--- src/rtl/dpt_pkg.sv ---
`default_nettype none

package dpt_pkg;

    // Default table geometry
    localparam int DPT_ENTRIES  = 16;
    localparam int DPT_KEY_BITS = 64;

    // Fixed widths of the port fields
    localparam int KEY_W = 64;

    typedef enum logic [1:0] {
        REQ_INSERT = 2'd0,
        REQ_MARK   = 2'd1,
        REQ_FETCH  = 2'd2,
        REQ_CLEAR  = 2'd3
    } req_op_t;

    typedef struct packed {
        req_op_t            req_type;
        logic [KEY_W-1:0]   key;
    } req_word_t;

    typedef struct packed {
        logic               done_res;
        logic [KEY_W-1:0]   key_out;
    } rsp_word_t;

    // Status from the sequencer to the top level
    typedef struct packed {
        logic busy;
        logic rsp_valid;
    } dpt_stat_t;

endpackage

`default_nettype wire

--- src/rtl/dpt_key_ram.sv ---
`default_nettype none

module dpt_key_ram
    import dpt_pkg::*;
#(
    parameter int ENTRIES  = DPT_ENTRIES,
    parameter int KEY_BITS = DPT_KEY_BITS,
    localparam int IDX_W   = $clog2(ENTRIES)
)
(
    input  wire logic                clk,
    input  wire logic                wr_en,
    input  wire logic [IDX_W-1:0]    wr_addr,
    input  wire logic [KEY_BITS-1:0] wr_data,
    input  wire logic [IDX_W-1:0]    rd_addr,
    output logic      [KEY_BITS-1:0] rd_data
);

    logic [KEY_BITS-1:0] mem [ENTRIES];

    // Write one slot, read one slot with registered data
    always_ff @(posedge clk)
    begin
        if (wr_en)
        begin
            mem[wr_addr] <= wr_data;
        end
        rd_data <= mem[rd_addr];
    end

endmodule

`default_nettype wire

--- src/rtl/dpt_ctrl.sv ---
`default_nettype none

module dpt_ctrl
    import dpt_pkg::*;
#(
    parameter int ENTRIES  = DPT_ENTRIES,
    parameter int KEY_BITS = DPT_KEY_BITS,
    localparam int IDX_W   = $clog2(ENTRIES)
)
(
    input  wire logic      clk,
    input  wire logic      rst_n,
    input  wire logic      start,
    input  wire req_word_t req,
    input  wire logic      rsp_take,
    output dpt_stat_t      stat,
    output rsp_word_t      rsp
);

    typedef enum logic [1:0] {
        ST_IDLE,
        ST_SCAN,
        ST_COMMIT,
        ST_HOLD
    } state_t;

    localparam logic [IDX_W:0]   CNT_END  = (IDX_W+1)'(ENTRIES);
    localparam logic [IDX_W:0]   CNT_ONE  = (IDX_W+1)'(1);
    localparam logic [IDX_W-1:0] LAST_IDX = IDX_W'(ENTRIES - 1);

    state_t              state_reg,       state_next;
    req_op_t             op_reg,          op_next;
    logic [KEY_BITS-1:0] key_reg,         key_next;
    logic [IDX_W:0]      issue_reg,       issue_next;
    logic                cmp_valid_reg,   cmp_valid_next;
    logic [IDX_W-1:0]    cmp_idx_reg,     cmp_idx_next;
    logic                hit_reg,         hit_next;
    logic [IDX_W-1:0]    hit_idx_reg,     hit_idx_next;
    logic [KEY_BITS-1:0] found_key_reg,   found_key_next;
    logic                empty_found_reg, empty_found_next;
    logic [IDX_W-1:0]    empty_idx_reg,   empty_idx_next;
    logic [ENTRIES-1:0]  occ_reg,         occ_next;
    logic [ENTRIES-1:0]  seen_reg,        seen_next;
    rsp_word_t           rsp_reg,         rsp_next;

    logic                wr_en;
    logic [IDX_W-1:0]    rd_addr;
    logic [KEY_BITS-1:0] rd_data;
    logic                slot_occ;
    logic                slot_match;
    logic                slot_cand;

    dpt_key_ram #(
        .ENTRIES  (ENTRIES),
        .KEY_BITS (KEY_BITS)
    ) u_key_ram (
        .clk     (clk),
        .wr_en   (wr_en),
        .wr_addr (empty_idx_reg),
        .wr_data (key_reg),
        .rd_addr (rd_addr),
        .rd_data (rd_data)
    );

    // Shared compare on the slot whose key has just been read
    assign slot_occ   = occ_reg[cmp_idx_reg];
    assign slot_match = slot_occ && (rd_data == key_reg) && (key_reg != '0);
    assign slot_cand  = slot_occ && !seen_reg[cmp_idx_reg];
    assign rd_addr    = issue_reg[IDX_W-1:0];

    // Sequence one slot per cycle, then commit the outcome
    always_comb
    begin
        state_next       = state_reg;
        op_next          = op_reg;
        key_next         = key_reg;
        issue_next       = issue_reg;
        cmp_valid_next   = cmp_valid_reg;
        cmp_idx_next     = cmp_idx_reg;
        hit_next         = hit_reg;
        hit_idx_next     = hit_idx_reg;
        found_key_next   = found_key_reg;
        empty_found_next = empty_found_reg;
        empty_idx_next   = empty_idx_reg;
        occ_next         = occ_reg;
        seen_next        = seen_reg;
        rsp_next         = rsp_reg;
        wr_en            = 1'b0;

        case (state_reg)
            ST_IDLE:
            begin
                if (start)
                begin
                    op_next          = req.req_type;
                    key_next         = req.key[KEY_BITS-1:0];
                    issue_next       = '0;
                    cmp_valid_next   = 1'b0;
                    hit_next         = 1'b0;
                    empty_found_next = 1'b0;
                    rsp_next         = '0;
                    if (req.req_type == REQ_CLEAR)
                    begin
                        seen_next  = '0;
                        state_next = ST_HOLD;
                    end
                    else
                    begin
                        state_next = ST_SCAN;
                    end
                end
            end

            ST_SCAN:
            begin
                // Advance the read pointer
                if (issue_reg < CNT_END)
                begin
                    issue_next     = issue_reg + CNT_ONE;
                    cmp_valid_next = 1'b1;
                    cmp_idx_next   = issue_reg[IDX_W-1:0];
                end
                else
                begin
                    cmp_valid_next = 1'b0;
                end

                // Keep the first hit and the first free slot
                if (cmp_valid_reg)
                begin
                    if (!hit_reg && ((op_reg == REQ_FETCH) ? slot_cand : slot_match))
                    begin
                        hit_next       = 1'b1;
                        hit_idx_next   = cmp_idx_reg;
                        found_key_next = rd_data;
                    end
                    if (!slot_occ && !empty_found_reg)
                    begin
                        empty_found_next = 1'b1;
                        empty_idx_next   = cmp_idx_reg;
                    end
                    if (cmp_idx_reg == LAST_IDX)
                    begin
                        state_next = ST_COMMIT;
                    end
                end
            end

            ST_COMMIT:
            begin
                case (op_reg)
                    REQ_INSERT:
                    begin
                        if ((key_reg != '0) && !hit_reg && empty_found_reg)
                        begin
                            wr_en                    = 1'b1;
                            occ_next[empty_idx_reg]  = 1'b1;
                            seen_next[empty_idx_reg] = 1'b0;
                            rsp_next.done_res        = 1'b1;
                            rsp_next.key_out         = KEY_W'(key_reg);
                        end
                    end
                    REQ_MARK:
                    begin
                        if (hit_reg)
                        begin
                            seen_next[hit_idx_reg] = 1'b1;
                        end
                    end
                    REQ_FETCH:
                    begin
                        if (hit_reg)
                        begin
                            occ_next[hit_idx_reg]  = 1'b0;
                            seen_next[hit_idx_reg] = 1'b0;
                            rsp_next.done_res      = 1'b1;
                            rsp_next.key_out       = KEY_W'(found_key_reg);
                        end
                    end
                    default:
                    begin
                    end
                endcase
                state_next = ST_HOLD;
            end

            ST_HOLD:
            begin
                // Hold the result until the output register takes it
                if (rsp_take)
                begin
                    state_next = ST_IDLE;
                end
            end

            default:
            begin
                state_next = ST_IDLE;
            end
        endcase
    end

    always_ff @(posedge clk or negedge rst_n)
    begin
        if (!rst_n)
        begin
            state_reg       <= ST_IDLE;
            op_reg          <= REQ_INSERT;
            key_reg         <= '0;
            issue_reg       <= '0;
            cmp_valid_reg   <= 1'b0;
            cmp_idx_reg     <= '0;
            hit_reg         <= 1'b0;
            hit_idx_reg     <= '0;
            found_key_reg   <= '0;
            empty_found_reg <= 1'b0;
            empty_idx_reg   <= '0;
            occ_reg         <= '0;
            seen_reg        <= '0;
            rsp_reg         <= '0;
        end
        else
        begin
            state_reg       <= state_next;
            op_reg          <= op_next;
            key_reg         <= key_next;
            issue_reg       <= issue_next;
            cmp_valid_reg   <= cmp_valid_next;
            cmp_idx_reg     <= cmp_idx_next;
            hit_reg         <= hit_next;
            hit_idx_reg     <= hit_idx_next;
            found_key_reg   <= found_key_next;
            empty_found_reg <= empty_found_next;
            empty_idx_reg   <= empty_idx_next;
            occ_reg         <= occ_next;
            seen_reg        <= seen_next;
            rsp_reg         <= rsp_next;
        end
    end

    assign stat.busy      = (state_reg != ST_IDLE);
    assign stat.rsp_valid = (state_reg == ST_HOLD);
    assign rsp            = rsp_reg;

endmodule

`default_nettype wire

--- src/rtl/device_presence_tracker.sv ---
`default_nettype none

// Presence table of up to ENTRIES device keys with a seen flag per slot. Each
// request word (insert, mark seen, fetch removed, clear marks) gives exactly one
// response word. Insert, mark and fetch sweep the table one slot per cycle
// through the single read port of the key memory and a shared key comparator,
// so a request occupies the block from acceptance until its response word is
// taken into the output register, and clear-marks skips the sweep entirely. The
// request side is stalled while a request is in progress. The response sits in
// an output register, so a stalled response does not block the next request
// from being scanned. Occupancy and seen flags are flip-flops cleared by reset,
// so the table is empty straight after reset with no clearing pass.
module device_presence_tracker
    import dpt_pkg::*;
#(
    parameter int ENTRIES  = DPT_ENTRIES,
    parameter int KEY_BITS = DPT_KEY_BITS
)
(
    input  wire logic      clk,
    input  wire logic      rst_n,
    input  wire logic      req_valid,
    output logic           req_stall,
    input  wire req_word_t req,
    output logic           rsp_valid,
    input  wire logic      rsp_stall,
    output rsp_word_t      rsp
);

    dpt_stat_t stat;
    rsp_word_t ctrl_rsp;
    logic      start;
    logic      rsp_take;
    logic      rsp_valid_reg, rsp_valid_next;
    rsp_word_t rsp_reg,       rsp_next;

    assign req_stall = stat.busy;
    assign start     = req_valid && !stat.busy;
    assign rsp_take  = stat.rsp_valid && (!rsp_valid_reg || !rsp_stall);

    dpt_ctrl #(
        .ENTRIES  (ENTRIES),
        .KEY_BITS (KEY_BITS)
    ) u_ctrl (
        .clk      (clk),
        .rst_n    (rst_n),
        .start    (start),
        .req      (req),
        .rsp_take (rsp_take),
        .stat     (stat),
        .rsp      (ctrl_rsp)
    );

    // Load a finished word, drop it once the far side takes it
    always_comb
    begin
        rsp_valid_next = rsp_valid_reg;
        rsp_next       = rsp_reg;
        if (rsp_take)
        begin
            rsp_valid_next = 1'b1;
            rsp_next       = ctrl_rsp;
        end
        else if (rsp_valid_reg && !rsp_stall)
        begin
            rsp_valid_next = 1'b0;
        end
    end

    always_ff @(posedge clk or negedge rst_n)
    begin
        if (!rst_n)
        begin
            rsp_valid_reg <= 1'b0;
            rsp_reg       <= '0;
        end
        else
        begin
            rsp_valid_reg <= rsp_valid_next;
            rsp_reg       <= rsp_next;
        end
    end

    assign rsp_valid = rsp_valid_reg;
    assign rsp       = rsp_reg;

endmodule

`default_nettype wire

--- config.mk ---
export PLATFORM = sky130hd
export DESIGN_NAME = device_presence_tracker
export DESIGN_NICKNAME = d
export VERILOG_FILES = /design/src/rtl/dpt_pkg.sv /design/src/rtl/dpt_key_ram.sv /design/src/rtl/dpt_ctrl.sv /design/src/rtl/device_presence_tracker.sv
export SDC_FILE = /design/constraint.sdc
export NUM_CORES = 1
export LEC_CHECK = 0
export ABC_AREA = 1
export BUFFER_PORTS_ARGS = -buffer_cell sky130_fd_sc_hd__buf_4
export CAP_MARGIN = 20
export CORE_ASPECT_RATIO = 1.1
export CORE_MARGIN = 4
export CORE_UTILIZATION = 60
export DETAILED_ROUTE_END_ITERATION = 12
export PLACE_DENSITY = 0.77
export REMOVE_ABC_BUFFERS = 1
export SYNTH_ARGS = -nofsm -noshare
export SYNTH_HDL_FRONTEND = slang
export SYNTH_SLANG_ARGS = --single-unit
--- constraint.sdc ---
create_clock -name clk -period 6.4 [get_ports clk]
set_clock_uncertainty 0.1 [all_clocks]
set_input_delay 1.28 -clock clk [delete_from_list [all_inputs] [get_ports clk]]
set_output_delay 1.28 -clock clk [all_outputs]
set_load 0.005 [all_outputs]
# Word level (Yosys, flattened, before mapping)

Memories as Yosys holds them, arrays and structs flattened. A register that Yosys moved wholly into a read port is not among the register bits.
Index checks and enable logic that the tools add are counted.

Register bits: 315
Memory bits (writable): 1024
Input port bits: 70
Output and inout bits: 67
Logic and storage cells: 145
Memories kept: 1

Memories:

| name                 | depth | width | rd ports | clocked after memory_dff | wr ports | RTL line          | text |
|---|---|---|---|---|---|---|---|
| u_ctrl.u_key_ram.mem | 16    | 64    | 1        | 1                        | 1        | dpt_key_ram.sv:19 | `logic [KEY_BITS-1:0] mem [ENTRIES];` |

Add/sub/neg operators: 1
Magnitude comparators: 6
Equal/unequal tests: 23
Muxes and demuxes: 49
Bitwise operators: 7
Reduce and logical (&&, ||, !) cells: 40

Operators with widths:

| kind               | count |
|---|---|
| $pmux 65 s2        | 2 |
| $mux 65            | 3 |
| $mux 16            | 7 |
| $eq 64x64->1       | 1 |
| $pmux 16 s2        | 2 |
| $reduce_bool 64->1 | 1 |
| $and 16x16->16     | 3 |
| $pmux 16 s3        | 1 |
| $not 16->16        | 2 |
| $or 16x16->16      | 2 |
| $mux 1             | 18 |
| $ne 2x1->1 const B | 9 |
| $reduce_and 4->1   | 4 |
| $lt 4x5->1 const B | 3 |
| $logic_and 1x1->1  | 12 |
| $ne 3x2->1 const B | 4 |
| $mux 2             | 5 |
| $mux 5             | 2 |
| $pmux 5 s2         | 1 |
| $reduce_bool 2->1  | 5 |
| $reduce_and 3->1   | 3 |
| $bmux 1 s4         | 2 |
| $demux 1 s4        | 2 |
| $eq 2x2->1 const B | 4 |
| 15 further kinds   | 28 |

# Logic depth before layout (Yosys ltp)

Gate-level depths: netlist of run 1.

Word-level depth: 9
Mapped depth: 15
Gate-level depth less buffers: 13

# Cells and area by module

Synthesis of run 1 repeated with hierarchy kept, for this count alone.

Cell total of the unflattened synthesis: 6253
Area, all modules: 60569.3 um^2

By module, submodules not included:

| module                  | times used | cells each | area each (um^2) | sequential area each (um^2) |
|---|---|---|---|---|
| dpt_key_ram             | 1          | 4210       | 45285.9          | 32030.7 |
| dpt_ctrl                | 1          | 1755       | 12643.4          | 6231.0 |
| device_presence_tracker | 1          | 288        | 2640.0           | 1651.6 |

# Worst setup path before layout of run 1

Ideal clock, no wire load.

Path type: flip-flop to flip-flop
From: register u_ctrl.key_reg[21]
To: memory u_ctrl.u_key_ram.mem[11][0] in the netlist's numbering (enable)
Library setup time: 0.487 ns
Data arrival time: 4.083 ns
Data required time: 5.813 ns
Slack: 1.731 ns
Cell stages (with the launch flop): 11
Path buffers: 1
Period minus slack after synthesis: 4.669 ns
Path through: dfrtp_1 > inv_1 > nand3_1 > nor2_1 > nand2_1 > nor2_1 > nand2_1 > nand3_1 > nand3b_1 > clkbuf_1 > nor2_1

Cells in the longest elaborated chain, start to end: 8

RTL lines:

| element                        | RTL line          | text |
|---|---|---|
| start: declaration             | dpt_ctrl.sv:33    | `logic [KEY_BITS-1:0] key_reg, key_next;` |
| start signal: assignment       | dpt_ctrl.sv:226   | `key_reg <= key_next;` |
| $reduce_bool 64->1             | dpt_ctrl.sv:154   | `if ((key_reg != '0) && !hit_reg && empty_found_reg)` |
| $logic_and 1x1->1 (2 in a row) | dpt_ctrl.sv:154   |  |
| $mux 1                         | dpt_ctrl.sv:154   |  |
| $mux 1                         | dpt_ctrl.sv:151   | `case (op_reg)` |
| $mux 1                         | dpt_ctrl.sv:90    | `case (state_reg)` |
| $mux 1                         | dpt_key_ram.sv:24 | `if (wr_en)` |
| $mux 1 (implied by the code)   | dpt_key_ram.sv:26 | `mem[wr_addr] <= wr_data;` |
| end: declaration               | dpt_key_ram.sv:19 |  |

No other way between the ends.

# Worst setup path after layout of run 1

From: register u_ctrl.op_reg[0]
To: memory u_ctrl.u_key_ram.mem[7][15] in the netlist's numbering (enable)

Cells in the longest elaborated chain, start to end: 5

RTL lines:

| element                      | RTL line          | text |
|---|---|---|
| start: declaration           | dpt_ctrl.sv:32    | `req_op_t op_reg, op_next;` |
| start signal: assignment     | dpt_ctrl.sv:225   | `op_reg <= op_next;` |
| $logic_not 2->1              | dpt_ctrl.sv:151   |  |
| $mux 1                       | dpt_ctrl.sv:151   |  |
| $mux 1                       | dpt_ctrl.sv:90    |  |
| $mux 1                       | dpt_key_ram.sv:24 |  |
| $mux 1 (implied by the code) | dpt_key_ram.sv:26 |  |

No other way between the ends.

==> flow_results.xml, run 1 <==
<?xml version="1.0" encoding="UTF-8"?>
<metrics>
  <group name="timing">
    <metric name="max_clock_freq" unit="GHz">0.2394</metric>
    <metric name="setup_total_negative_slack" unit="ns">0</metric>
    <metric name="worstMarginPinSlew" unit="ns">1.123</metric>
    <metric name="min_period_over_period" unit="%">65.25</metric>
    <metric name="final-setup-viol-count" unit="">0</metric>
    <metric name="timing_hold_violations_final" unit="">0</metric>
    <metric name="final_max_slew_viol_count" unit="">0</metric>
    <metric name="final_setup_slack_of_the_worst_path" unit="ns">2.224</metric>
    <metric name="rsz0062_at_grt" unit="">false</metric>
    <metric name="timing.max_slew.rel_slack" unit="%">25.13</metric>
    <metric name="layout_min_cycle_time" unit="ns">4.176</metric>
  </group>
  <group name="global_route">
    <metric name="number_of_antenna_violations_at_the_first_check_in_global_routing" unit="">2</metric>
    <metric name="met3_usage" unit="%">6.018</metric>
    <metric name="grt_max_degree" unit="">185</metric>
    <metric name="grt_use_met1" unit="%">41.56</metric>
    <metric name="grt.total_usage" unit="%">30.65</metric>
    <metric name="busiest_layer" unit="">met2</metric>
    <metric name="global_route.usage.met2" unit="%">49.33</metric>
    <metric name="globalRoute.totalOverflow" unit="">0</metric>
    <metric name="first_global_vias" unit="">38059</metric>
    <metric name="grt_first_pass_wirelength" unit="mm">227.5</metric>
  </group>
  <group name="synthesis">
    <metric name="synthesis.yosys.warnings" unit="">0</metric>
    <metric name="post_synth.cell_area_avg" unit="um^2">11.72</metric>
    <metric name="mappedNetlistArea" unit="mm^2">0.05551</metric>
    <metric name="postSynthCellCount" unit="">4736</metric>
    <metric name="synthDistinctLibCells" unit="">33</metric>
    <metric name="proportion_of_synthesized_chip_area_in_sequential_cells" unit="%">71.91</metric>
    <metric name="synth_seq_cells" unit="">1403</metric>
  </group>
  <group name="pwr">
    <metric name="irDropWorstVdd" unit="mV">0.4278</metric>
    <metric name="comb_power_share" unit="%">28.8</metric>
    <metric name="total_leakage_power" unit="nW">23.18</metric>
    <metric name="share_seq_of_total_power" unit="%">44.5</metric>
    <metric name="clock_power_share" unit="%">26.8</metric>
    <metric name="p_sw_share" unit="%">37.47</metric>
    <metric name="cell_internal_pwr" unit="mW">18.90</metric>
    <metric name="power_per_cell_area" unit="mW/mm^2">486.1</metric>
    <metric name="overall_power_of_the_completed_layout" unit="mW">30.23</metric>
    <metric name="net_switching_component_of_the_power" unit="mW">11.33</metric>
  </group>
  <group name="floorplanning">
    <metric name="start_util" unit="%">60.71</metric>
    <metric name="row_count" unit="">116</metric>
    <metric name="io_pins" unit="">137</metric>
    <metric name="die_area" unit="mm^2">0.09745</metric>
    <metric name="die-height" unit="um">327.0</metric>
    <metric name="floorplan.core_area" unit="mm^2">0.09144</metric>
    <metric name="chipWidth" unit="um">298.0</metric>
  </group>
  <group name="clocking">
    <metric name="resized_after_cts" unit="">0</metric>
    <metric name="postCtsSetupBuffers" unit="">0</metric>
    <metric name="cts_hold_repair.buffers" unit="">0</metric>
    <metric name="inserted_clock_buffers" unit="">137</metric>
    <metric name="clk_path_buf_depth" unit="">3</metric>
    <metric name="insertion_delay" unit="ns">0.75</metric>
    <metric name="h_tree_depth_reported_by_cts" unit="">4</metric>
    <metric name="cts.clk_slew.worst_paths" unit="ns">0.06</metric>
    <metric name="clk_root_buffer_cell" unit="">sky130_fd_sc_hd__clkbuf_16</metric>
    <metric name="tritoncts" unit="">yes</metric>
    <metric name="cts_num_sinks" unit="">1403</metric>
  </group>
  <group name="critical_path">
    <metric name="timing.critical_path.slowest_stage_cell" unit="">sky130_fd_sc_hd__buf_4</metric>
    <metric name="critical_path.max_stage_delay" unit="ns">0.86</metric>
    <metric name="start_kind" unit="">flop</metric>
    <metric name="end_kind" unit="">flop</metric>
    <metric name="crit_type" unit="">reg -&gt; reg</metric>
    <metric name="worstPathBufferInverterCount" unit="">3</metric>
    <metric name="crit_family" unit="">simple AND/OR/NAND/NOR gates</metric>
    <metric name="critPathArrivalTime" unit="ns">4.45</metric>
    <metric name="crit_fanout" unit="">71</metric>
    <metric name="crit_path_cell_trace" unit="">inv_2, nand2_4, buf_4, nand4_1, nor2_4, buf_4</metric>
    <metric name="critPathMostFrequentCell" unit="">sky130_fd_sc_hd__buf_4</metric>
    <metric name="worstPathRequired" unit="ns">6.68</metric>
  </group>
  <group name="final_layout">
    <metric name="fin_nets" unit="">4853</metric>
    <metric name="mostFrequentLayoutCells" unit="">sky130_fd_sc_hd__edfxtp_1, sky130_fd_sc_hd__o21ai_0, sky130_fd_sc_hd__nand2_1</metric>
    <metric name="antenna-diode-count" unit="">0</metric>
    <metric name="largest_register_ffs" unit="">1024</metric>
    <metric name="layout.cells.most_common" unit="">sky130_fd_sc_hd__edfxtp_1</metric>
    <metric name="post_route_cells_drive_above_1_share" unit="%">10.24</metric>
    <metric name="area_growth" unit="%">12.05</metric>
    <metric name="postLayoutCoreUtil" unit="%">68.02</metric>
    <metric name="final.fill_count" unit="">6215</metric>
  </group>
  <group name="placement">
    <metric name="routabilityCongestion" unit="">0.8898</metric>
    <metric name="post-dp-hpwl" unit="mm">82.34</metric>
    <metric name="pre_cts_slack" unit="ns">2.310</metric>
    <metric name="io_buffer_count" unit="">136</metric>
  </group>
  <group name="routing">
    <metric name="routed_wirelength" unit="mm">151.6</metric>
    <metric name="postRouteAntennaNets" unit="">0</metric>
    <metric name="first_pass_iters" unit="">6</metric>
    <metric name="post_drt_wl_per_cell" unit="um">24.97</metric>
    <metric name="dr_drc_count" unit="">0</metric>
    <metric name="avgViaCountPerCell" unit="">6.413</metric>
    <metric name="route.vias.total" unit="">38953</metric>
    <metric name="detail_route.iter0.violations" unit="">5488</metric>
  </group>
  <group name="worst_hold_path">
    <metric name="hold_path_class" unit="">in -&gt; async</metric>
  </group>
  <group name="outcome">
    <metric name="result_of_the_run" unit="">completed</metric>
  </group>
  <group name="run">
    <metric name="timing.max_cap.violations" unit="">0</metric>
  </group>
</metrics>
[metrics by stage]
| step | cells | area, um^2 | hold WS (ns) |
|---|---|---|---|
| floorplan | 4439 | 54330 | 0.3367 |
| global placement | 5818 | 57640 | 0.3478 |
| detailed placement | 5818 | 57640 | 0.3534 |
| CTS | 6073 | 62180 | 0.3157 |
| global route | 6074 | 62190 | 0.3299 |
| finish | 6074 | 62190 | 0.3403 |
[synth_stat cells]
| library cell | count | area (um^2) |
|---|---|---|
| sky130_fd_sc_hd__o21ai_1 | 1 | 5.000 |
| sky130_fd_sc_hd__clkbuf_1 | 253 | 949.7 |
| sky130_fd_sc_hd__o22ai_1 | 160 | 1001 |
| sky130_fd_sc_hd__xnor2_1 | 3 | 26.28 |
| sky130_fd_sc_hd__nand2_1 | 753 | 2826 |
| sky130_fd_sc_hd__a21oi_1 | 17 | 85.08 |
| sky130_fd_sc_hd__and3_1 | 3 | 18.77 |
| sky130_fd_sc_hd__o21bai_1 | 2 | 15.01 |
| sky130_fd_sc_hd__dfrtp_1 | 315 | 7883 |
| sky130_fd_sc_hd__clkinv_1 | 2 | 7.510 |
| sky130_fd_sc_hd__nand3b_1 | 1 | 7.510 |
| sky130_fd_sc_hd__nand2_2 | 3 | 18.77 |
| sky130_fd_sc_hd__nand3_1 | 134 | 670.6 |
| sky130_fd_sc_hd__a31oi_1 | 2 | 12.51 |
| sky130_fd_sc_hd__edfxtp_1 | 1024 | 30750 |
| sky130_fd_sc_hd__o211ai_1 | 28 | 210.2 |
| sky130_fd_sc_hd__nor3_1 | 3 | 15.01 |
| sky130_fd_sc_hd__buf_6 | 2 | 22.52 |
| sky130_fd_sc_hd__nand3_2 | 1 | 10.01 |
| sky130_fd_sc_hd__nand4_1 | 72 | 450.4 |
| sky130_fd_sc_hd__dfxtp_1 | 64 | 1281 |
| sky130_fd_sc_hd__buf_1 | 17 | 63.81 |
| sky130_fd_sc_hd__inv_1 | 174 | 653.1 |
| sky130_fd_sc_hd__buf_2 | 20 | 100.1 |
| sky130_fd_sc_hd__o21ai_0 | 786 | 3934 |
| sky130_fd_sc_hd__buf_4 | 5 | 37.54 |
| sky130_fd_sc_hd__xor2_1 | 6 | 52.55 |
| sky130_fd_sc_hd__o221ai_1 | 105 | 919.6 |
| sky130_fd_sc_hd__ha_1 | 5 | 62.56 |
| sky130_fd_sc_hd__nor2_1 | 698 | 2620 |
| sky130_fd_sc_hd__nor3b_1 | 6 | 45.04 |
| sky130_fd_sc_hd__mux2_2 | 65 | 732.0 |
| sky130_fd_sc_hd__inv_2 | 6 | 22.52 |
[power by group through the flow]
stage	clock, mW	sequential [mW]	combinational, mW
floorplan	0	13.3	5.01
global placement	0	13.5	8.26
detailed placement	0	13.6	8.44
CTS	8.14	13.4	8.54
global route	8.54	13.6	9.43
finish	8.09	13.4	8.69
[kinds of logic after synthesis]
kind of cell / after synthesis / share of synthesized area (%)
AND/OR/NAND/NOR: 1674 / 12.04
buffers and inverters: 479 / 3.345
XOR/XNOR: 9 / 0.1420
flip-flops: 1403 / 71.91
adder cells (fa/ha/maj): 5 / 0.1127
AO/OA/AOI/OAI: 1101 / 11.14
multiplexers: 65 / 1.319
[final timing paths]
| path | startpoint | end | slack (ns) | cells past startpoint |
|---|---|---|---|---|
| max in group asynchronous | rst_n | u_ctrl.key_reg[14] | 4.60 | 2 |
| worst min register to register | u_ctrl.found_key_reg[0] | u_ctrl.found_key_reg[0] | 0.36 | 2 |
| worst min-delay path | rst_n | rsp[33] | 0.34 | 1 |
| worst max register to register | u_ctrl.op_reg[0] | u_ctrl.u_key_ram.mem[7][15] | 2.22 | 6 |
| worst max-delay path | u_ctrl.op_reg[0] | u_ctrl.u_key_ram.mem[7][15] | 2.22 | 6 |
| min in group clk | u_ctrl.found_key_reg[0] | u_ctrl.found_key_reg[0] | 0.36 | 2 |
[layout make-up]
type | instances | area, um^2 | area share, %
Timing Repair Buffer | 200 | 1642 | 2.639
Sequential cell | 1403 | 39920 | 64.19
Clock buffer | 195 | 3850 | 6.190
Multi-Input combinational cell | 2854 | 13910 | 22.36
Tap cell | 1180 | 1476 | 2.374
Clock inverter | 60 | 693.2 | 1.115
Inverter | 182 | 700.7 | 1.127
[per-layer routing]
metal,vias up,part of all wire [%],wire length [um]
met1,19095,37,56560
met2,2500,47,71850
met5,-,0.0086,13
li1,16922,-,-
met3,434,11,16740
met4,2,4.3,6475
Power figures use the tool's default switching activity.
==> run 2, diff against run 1 <==
--- a/config.mk
+++ b/config.mk
@@ -10,9 +10,9 @@
 export CAP_MARGIN = 20
 export CORE_ASPECT_RATIO = 1.1
 export CORE_MARGIN = 4
-export CORE_UTILIZATION = 60
+export CORE_UTILIZATION = 56
 export DETAILED_ROUTE_END_ITERATION = 12
-export PLACE_DENSITY = 0.77
+export PLACE_DENSITY = 0.75
 export REMOVE_ABC_BUFFERS = 1
 export SYNTH_ARGS = -nofsm -noshare
 export SYNTH_HDL_FRONTEND = slang
==> constraint.sdc (replaced) <==
create_clock -name clk -period 3.5 [get_ports clk]
set_clock_uncertainty 0.1 [all_clocks]
set_input_delay 0.7 -clock clk [delete_from_list [all_inputs] [get_ports clk]]
set_output_delay 0.7 -clock clk [all_outputs]
set_load 0.005 [all_outputs]
==> flow_results.xml, run 2 (synthesized netlist as in run 1, its figures left out) <==
<?xml version="1.0" encoding="UTF-8"?>
<metrics>
  <group name="global_route">
    <metric name="busiest_layer" unit="">met2</metric>
    <metric name="globalRoute.totalOverflow" unit="">0</metric>
    <metric name="met3_usage" unit="%">5.358</metric>
    <metric name="grt.total_usage" unit="%">29.81</metric>
    <metric name="grt_first_pass_wirelength" unit="mm">235.2</metric>
    <metric name="first_global_vias" unit="">38585</metric>
    <metric name="global_route.usage.met2" unit="%">46.85</metric>
    <metric name="grt_max_degree" unit="">168</metric>
    <metric name="grt_use_met1" unit="%">40.98</metric>
    <metric name="number_of_antenna_violations_at_the_first_check_in_global_routing" unit="">1</metric>
  </group>
  <group name="critical_path">
    <metric name="crit_fanout" unit="">18</metric>
    <metric name="reg2reg_depth" unit="">11</metric>
    <metric name="start_kind" unit="">flop</metric>
    <metric name="worstPathRequired" unit="ns">3.82</metric>
    <metric name="timing.critical_path.slowest_stage_cell" unit="">sky130_fd_sc_hd__dfrtp_1</metric>
    <metric name="critPathArrivalTime" unit="ns">3.64</metric>
    <metric name="crit_type" unit="">reg -&gt; reg</metric>
    <metric name="timing.rr.start" unit="">u_ctrl.key_reg[60]</metric>
    <metric name="critical_path.max_stage_delay" unit="ns">0.68</metric>
    <metric name="end_kind" unit="">flop</metric>
    <metric name="critical_path.reg2reg.endpoint" unit="">u_ctrl.u_key_ram.mem[3][54]</metric>
    <metric name="crit_path_cell_trace" unit="">inv_1, nand3_1, nor2_1, nand2_1, nor2_1, nand2_1, nand3_1, nand3b_1, buf_12, nor2_4, buf_4</metric>
    <metric name="worst-r2r-setup-slack" unit="ns">0.18</metric>
  </group>
  <group name="routing">
    <metric name="avgViaCountPerCell" unit="">6.288</metric>
    <metric name="post_drt_wl_per_cell" unit="um">25.14</metric>
    <metric name="postRouteAntennaNets" unit="">0</metric>
    <metric name="routed_wirelength" unit="mm">157.6</metric>
    <metric name="route.vias.total" unit="">39418</metric>
    <metric name="dr_drc_count" unit="">0</metric>
    <metric name="first_pass_iters" unit="">6</metric>
    <metric name="detail_route.iter0.violations" unit="">6140</metric>
  </group>
  <group name="floorplanning">
    <metric name="start_util" unit="%">56.70</metric>
    <metric name="floorplan.core_area" unit="mm^2">0.09789</metric>
    <metric name="die-height" unit="um">338.2</metric>
    <metric name="chipWidth" unit="um">308.2</metric>
    <metric name="die_area" unit="mm^2">0.1042</metric>
    <metric name="io_pins" unit="">137</metric>
    <metric name="row_count" unit="">120</metric>
  </group>
  <group name="final_layout">
    <metric name="largest_register_ffs" unit="">1024</metric>
    <metric name="fin_nets" unit="">4947</metric>
    <metric name="layout.cells.most_common" unit="">sky130_fd_sc_hd__edfxtp_1</metric>
    <metric name="area_growth" unit="%">14.60</metric>
    <metric name="antenna-diode-count" unit="">0</metric>
    <metric name="mostFrequentLayoutCells" unit="">sky130_fd_sc_hd__edfxtp_1, sky130_fd_sc_hd__o21ai_0, sky130_fd_sc_hd__nand2_1</metric>
    <metric name="final.fill_count" unit="">6958</metric>
    <metric name="post_route_cells_drive_above_1_share" unit="%">12.15</metric>
    <metric name="post_layout_nonfiller_instances" unit="">6269</metric>
  </group>
  <group name="placement">
    <metric name="pre_cts_slack" unit="ns">0.2658</metric>
    <metric name="io_buffer_count" unit="">136</metric>
    <metric name="routabilityCongestion" unit="">0.8508</metric>
    <metric name="post-dp-hpwl" unit="mm">87.07</metric>
    <metric name="inst_count_dp" unit="">6014</metric>
  </group>
  <group name="timing">
    <metric name="timing_hold_violations_final" unit="">0</metric>
    <metric name="final.hold.worst_slack" unit="ns">0.06484</metric>
    <metric name="rsz0062_at_grt" unit="">false</metric>
    <metric name="final_max_slew_viol_count" unit="">0</metric>
    <metric name="setup_total_negative_slack" unit="ns">0</metric>
    <metric name="timing.max_slew.rel_slack" unit="%">29.36</metric>
    <metric name="max_clock_freq" unit="GHz">0.3012</metric>
    <metric name="layout_min_cycle_time" unit="ns">3.320</metric>
    <metric name="worstMarginPinSlew" unit="ns">1.060</metric>
    <metric name="final_setup_slack_of_the_worst_path" unit="ns">0.1798</metric>
    <metric name="min_period_over_period" unit="%">94.86</metric>
    <metric name="final-setup-viol-count" unit="">0</metric>
  </group>
  <group name="pwr">
    <metric name="irDropWorstVdd" unit="mV">0.7150</metric>
    <metric name="total_leakage_power" unit="nW">23.84</metric>
    <metric name="power_per_cell_area" unit="mW/mm^2">895.9</metric>
  </group>
  <group name="clocking">
    <metric name="tritoncts" unit="">yes</metric>
    <metric name="clk_root_buffer_cell" unit="">sky130_fd_sc_hd__clkbuf_16</metric>
    <metric name="h_tree_depth_reported_by_cts" unit="">4</metric>
    <metric name="cts_num_sinks" unit="">1403</metric>
    <metric name="cts.clk_slew.worst_paths" unit="ns">0.06</metric>
    <metric name="insertion_delay" unit="ns">0.76</metric>
    <metric name="clk_path_buf_depth" unit="">3</metric>
    <metric name="inserted_clock_buffers" unit="">136</metric>
  </group>
  <group name="worst_hold_path">
    <metric name="hold_path.startpoint" unit="">req[48]</metric>
    <metric name="timing.hold.worst_path_depth" unit="">3</metric>
    <metric name="timing.hold.worst_endpoint" unit="">u_ctrl.key_reg[48]</metric>
    <metric name="hold_path_class" unit="">in -&gt; reg</metric>
  </group>
  <group name="outcome">
    <metric name="result_of_the_run" unit="">completed</metric>
  </group>
  <group name="run">
    <metric name="timing.max_cap.violations" unit="">0</metric>
  </group>
</metrics>
## run 2: cell types whose count changed in the layout (fill, tap and decap cells not counted), moves of 3 or more
| cell | before | now |
|---|---|---|
| sky130_fd_sc_hd__buf_12 | 10 | 52 |
| sky130_fd_sc_hd__clkinv_1 | 15 | 18 |
| sky130_fd_sc_hd__buf_4 | 188 | 241 |
| sky130_fd_sc_hd__clkbuf_1 | 41 | 26 |
| sky130_fd_sc_hd__bufinv_16 | 10 | 14 |
| sky130_fd_sc_hd__clkbuf_16 | 140 | 137 |
| sky130_fd_sc_hd__clkinv_2 | 18 | 23 |
## run 2: cell type report
class | instances | area (um^2) | share of cell area (%)
Multi-Input combinational cell | 2854 | 13910 | 21.86
Sequential cell | 1403 | 39920 | 62.76
Inverter | 182 | 699.4 | 1.099
Timing Repair Buffer | 295 | 2875 | 4.520
Clock inverter | 75 | 858.3 | 1.349
Clock buffer | 179 | 3746 | 5.889
Tap cell | 1281 | 1603 | 2.520
## run 2: stage by stage
step           util (%)  instance area (um^2)  total power, mW
3_3_place_gp      60.27                 59000            41.14
4_1_cts           64.98                 63610            56.68
6_report          64.98                 63610            57.00
3_5_place_dp      60.27                 59000            41.72
5_1_grt           64.98                 63610            59.46
2_1_floorplan         -                 54330            31.90
## run 2: routing by layer
metal  up-vias  routed length [um]
met5         -                   0
met4         0                7572
met3       412               17280
li1      17119                   -
met2      2672               74090
met1     19215               58670
## run 2: how the worst max path moves through the flow
stage,slack (ns),to,start
2_1_floorplan,-14.01,u_ctrl.u_key_ram.rd_data[0],u_ctrl.issue_reg[0]
3_3_place_gp,0.35,u_ctrl.u_key_ram.mem[3][58],u_ctrl.key_reg[60]
3_5_place_dp,0.27,u_ctrl.u_key_ram.mem[3][58],u_ctrl.key_reg[60]
4_1_cts,0.23,u_ctrl.u_key_ram.mem[3][5],u_ctrl.key_reg[60]
5_1_grt,0.03,u_ctrl.u_key_ram.mem[6][31],u_ctrl.key_reg[57]
6_report,0.18,u_ctrl.u_key_ram.mem[3][54],u_ctrl.key_reg[60]
## run 2: worst max-delay path: cells and delay by family, from the launching register on
kind | cells | cell delay [ns]
and+or+nand+nor | 8 | 1.46
buffers and inverters | 3 | 0.75
DFF | 1 | 0.68
## run 2: repair_timing
action | CTS | global route
hold buffers | 1 | 0
buffers inserted | 0 | 0
hold endpoints to repair | 56 | 0
endpoints found under the setup margin | 0 | 0
gates resized for setup | 0 | 0
## run 2: power by group
group          switching (mW)  internal (mW)
sequential               1.95           21.5
clock                    6.32           8.66
combinational            13.1           5.49
total                    21.4           35.6
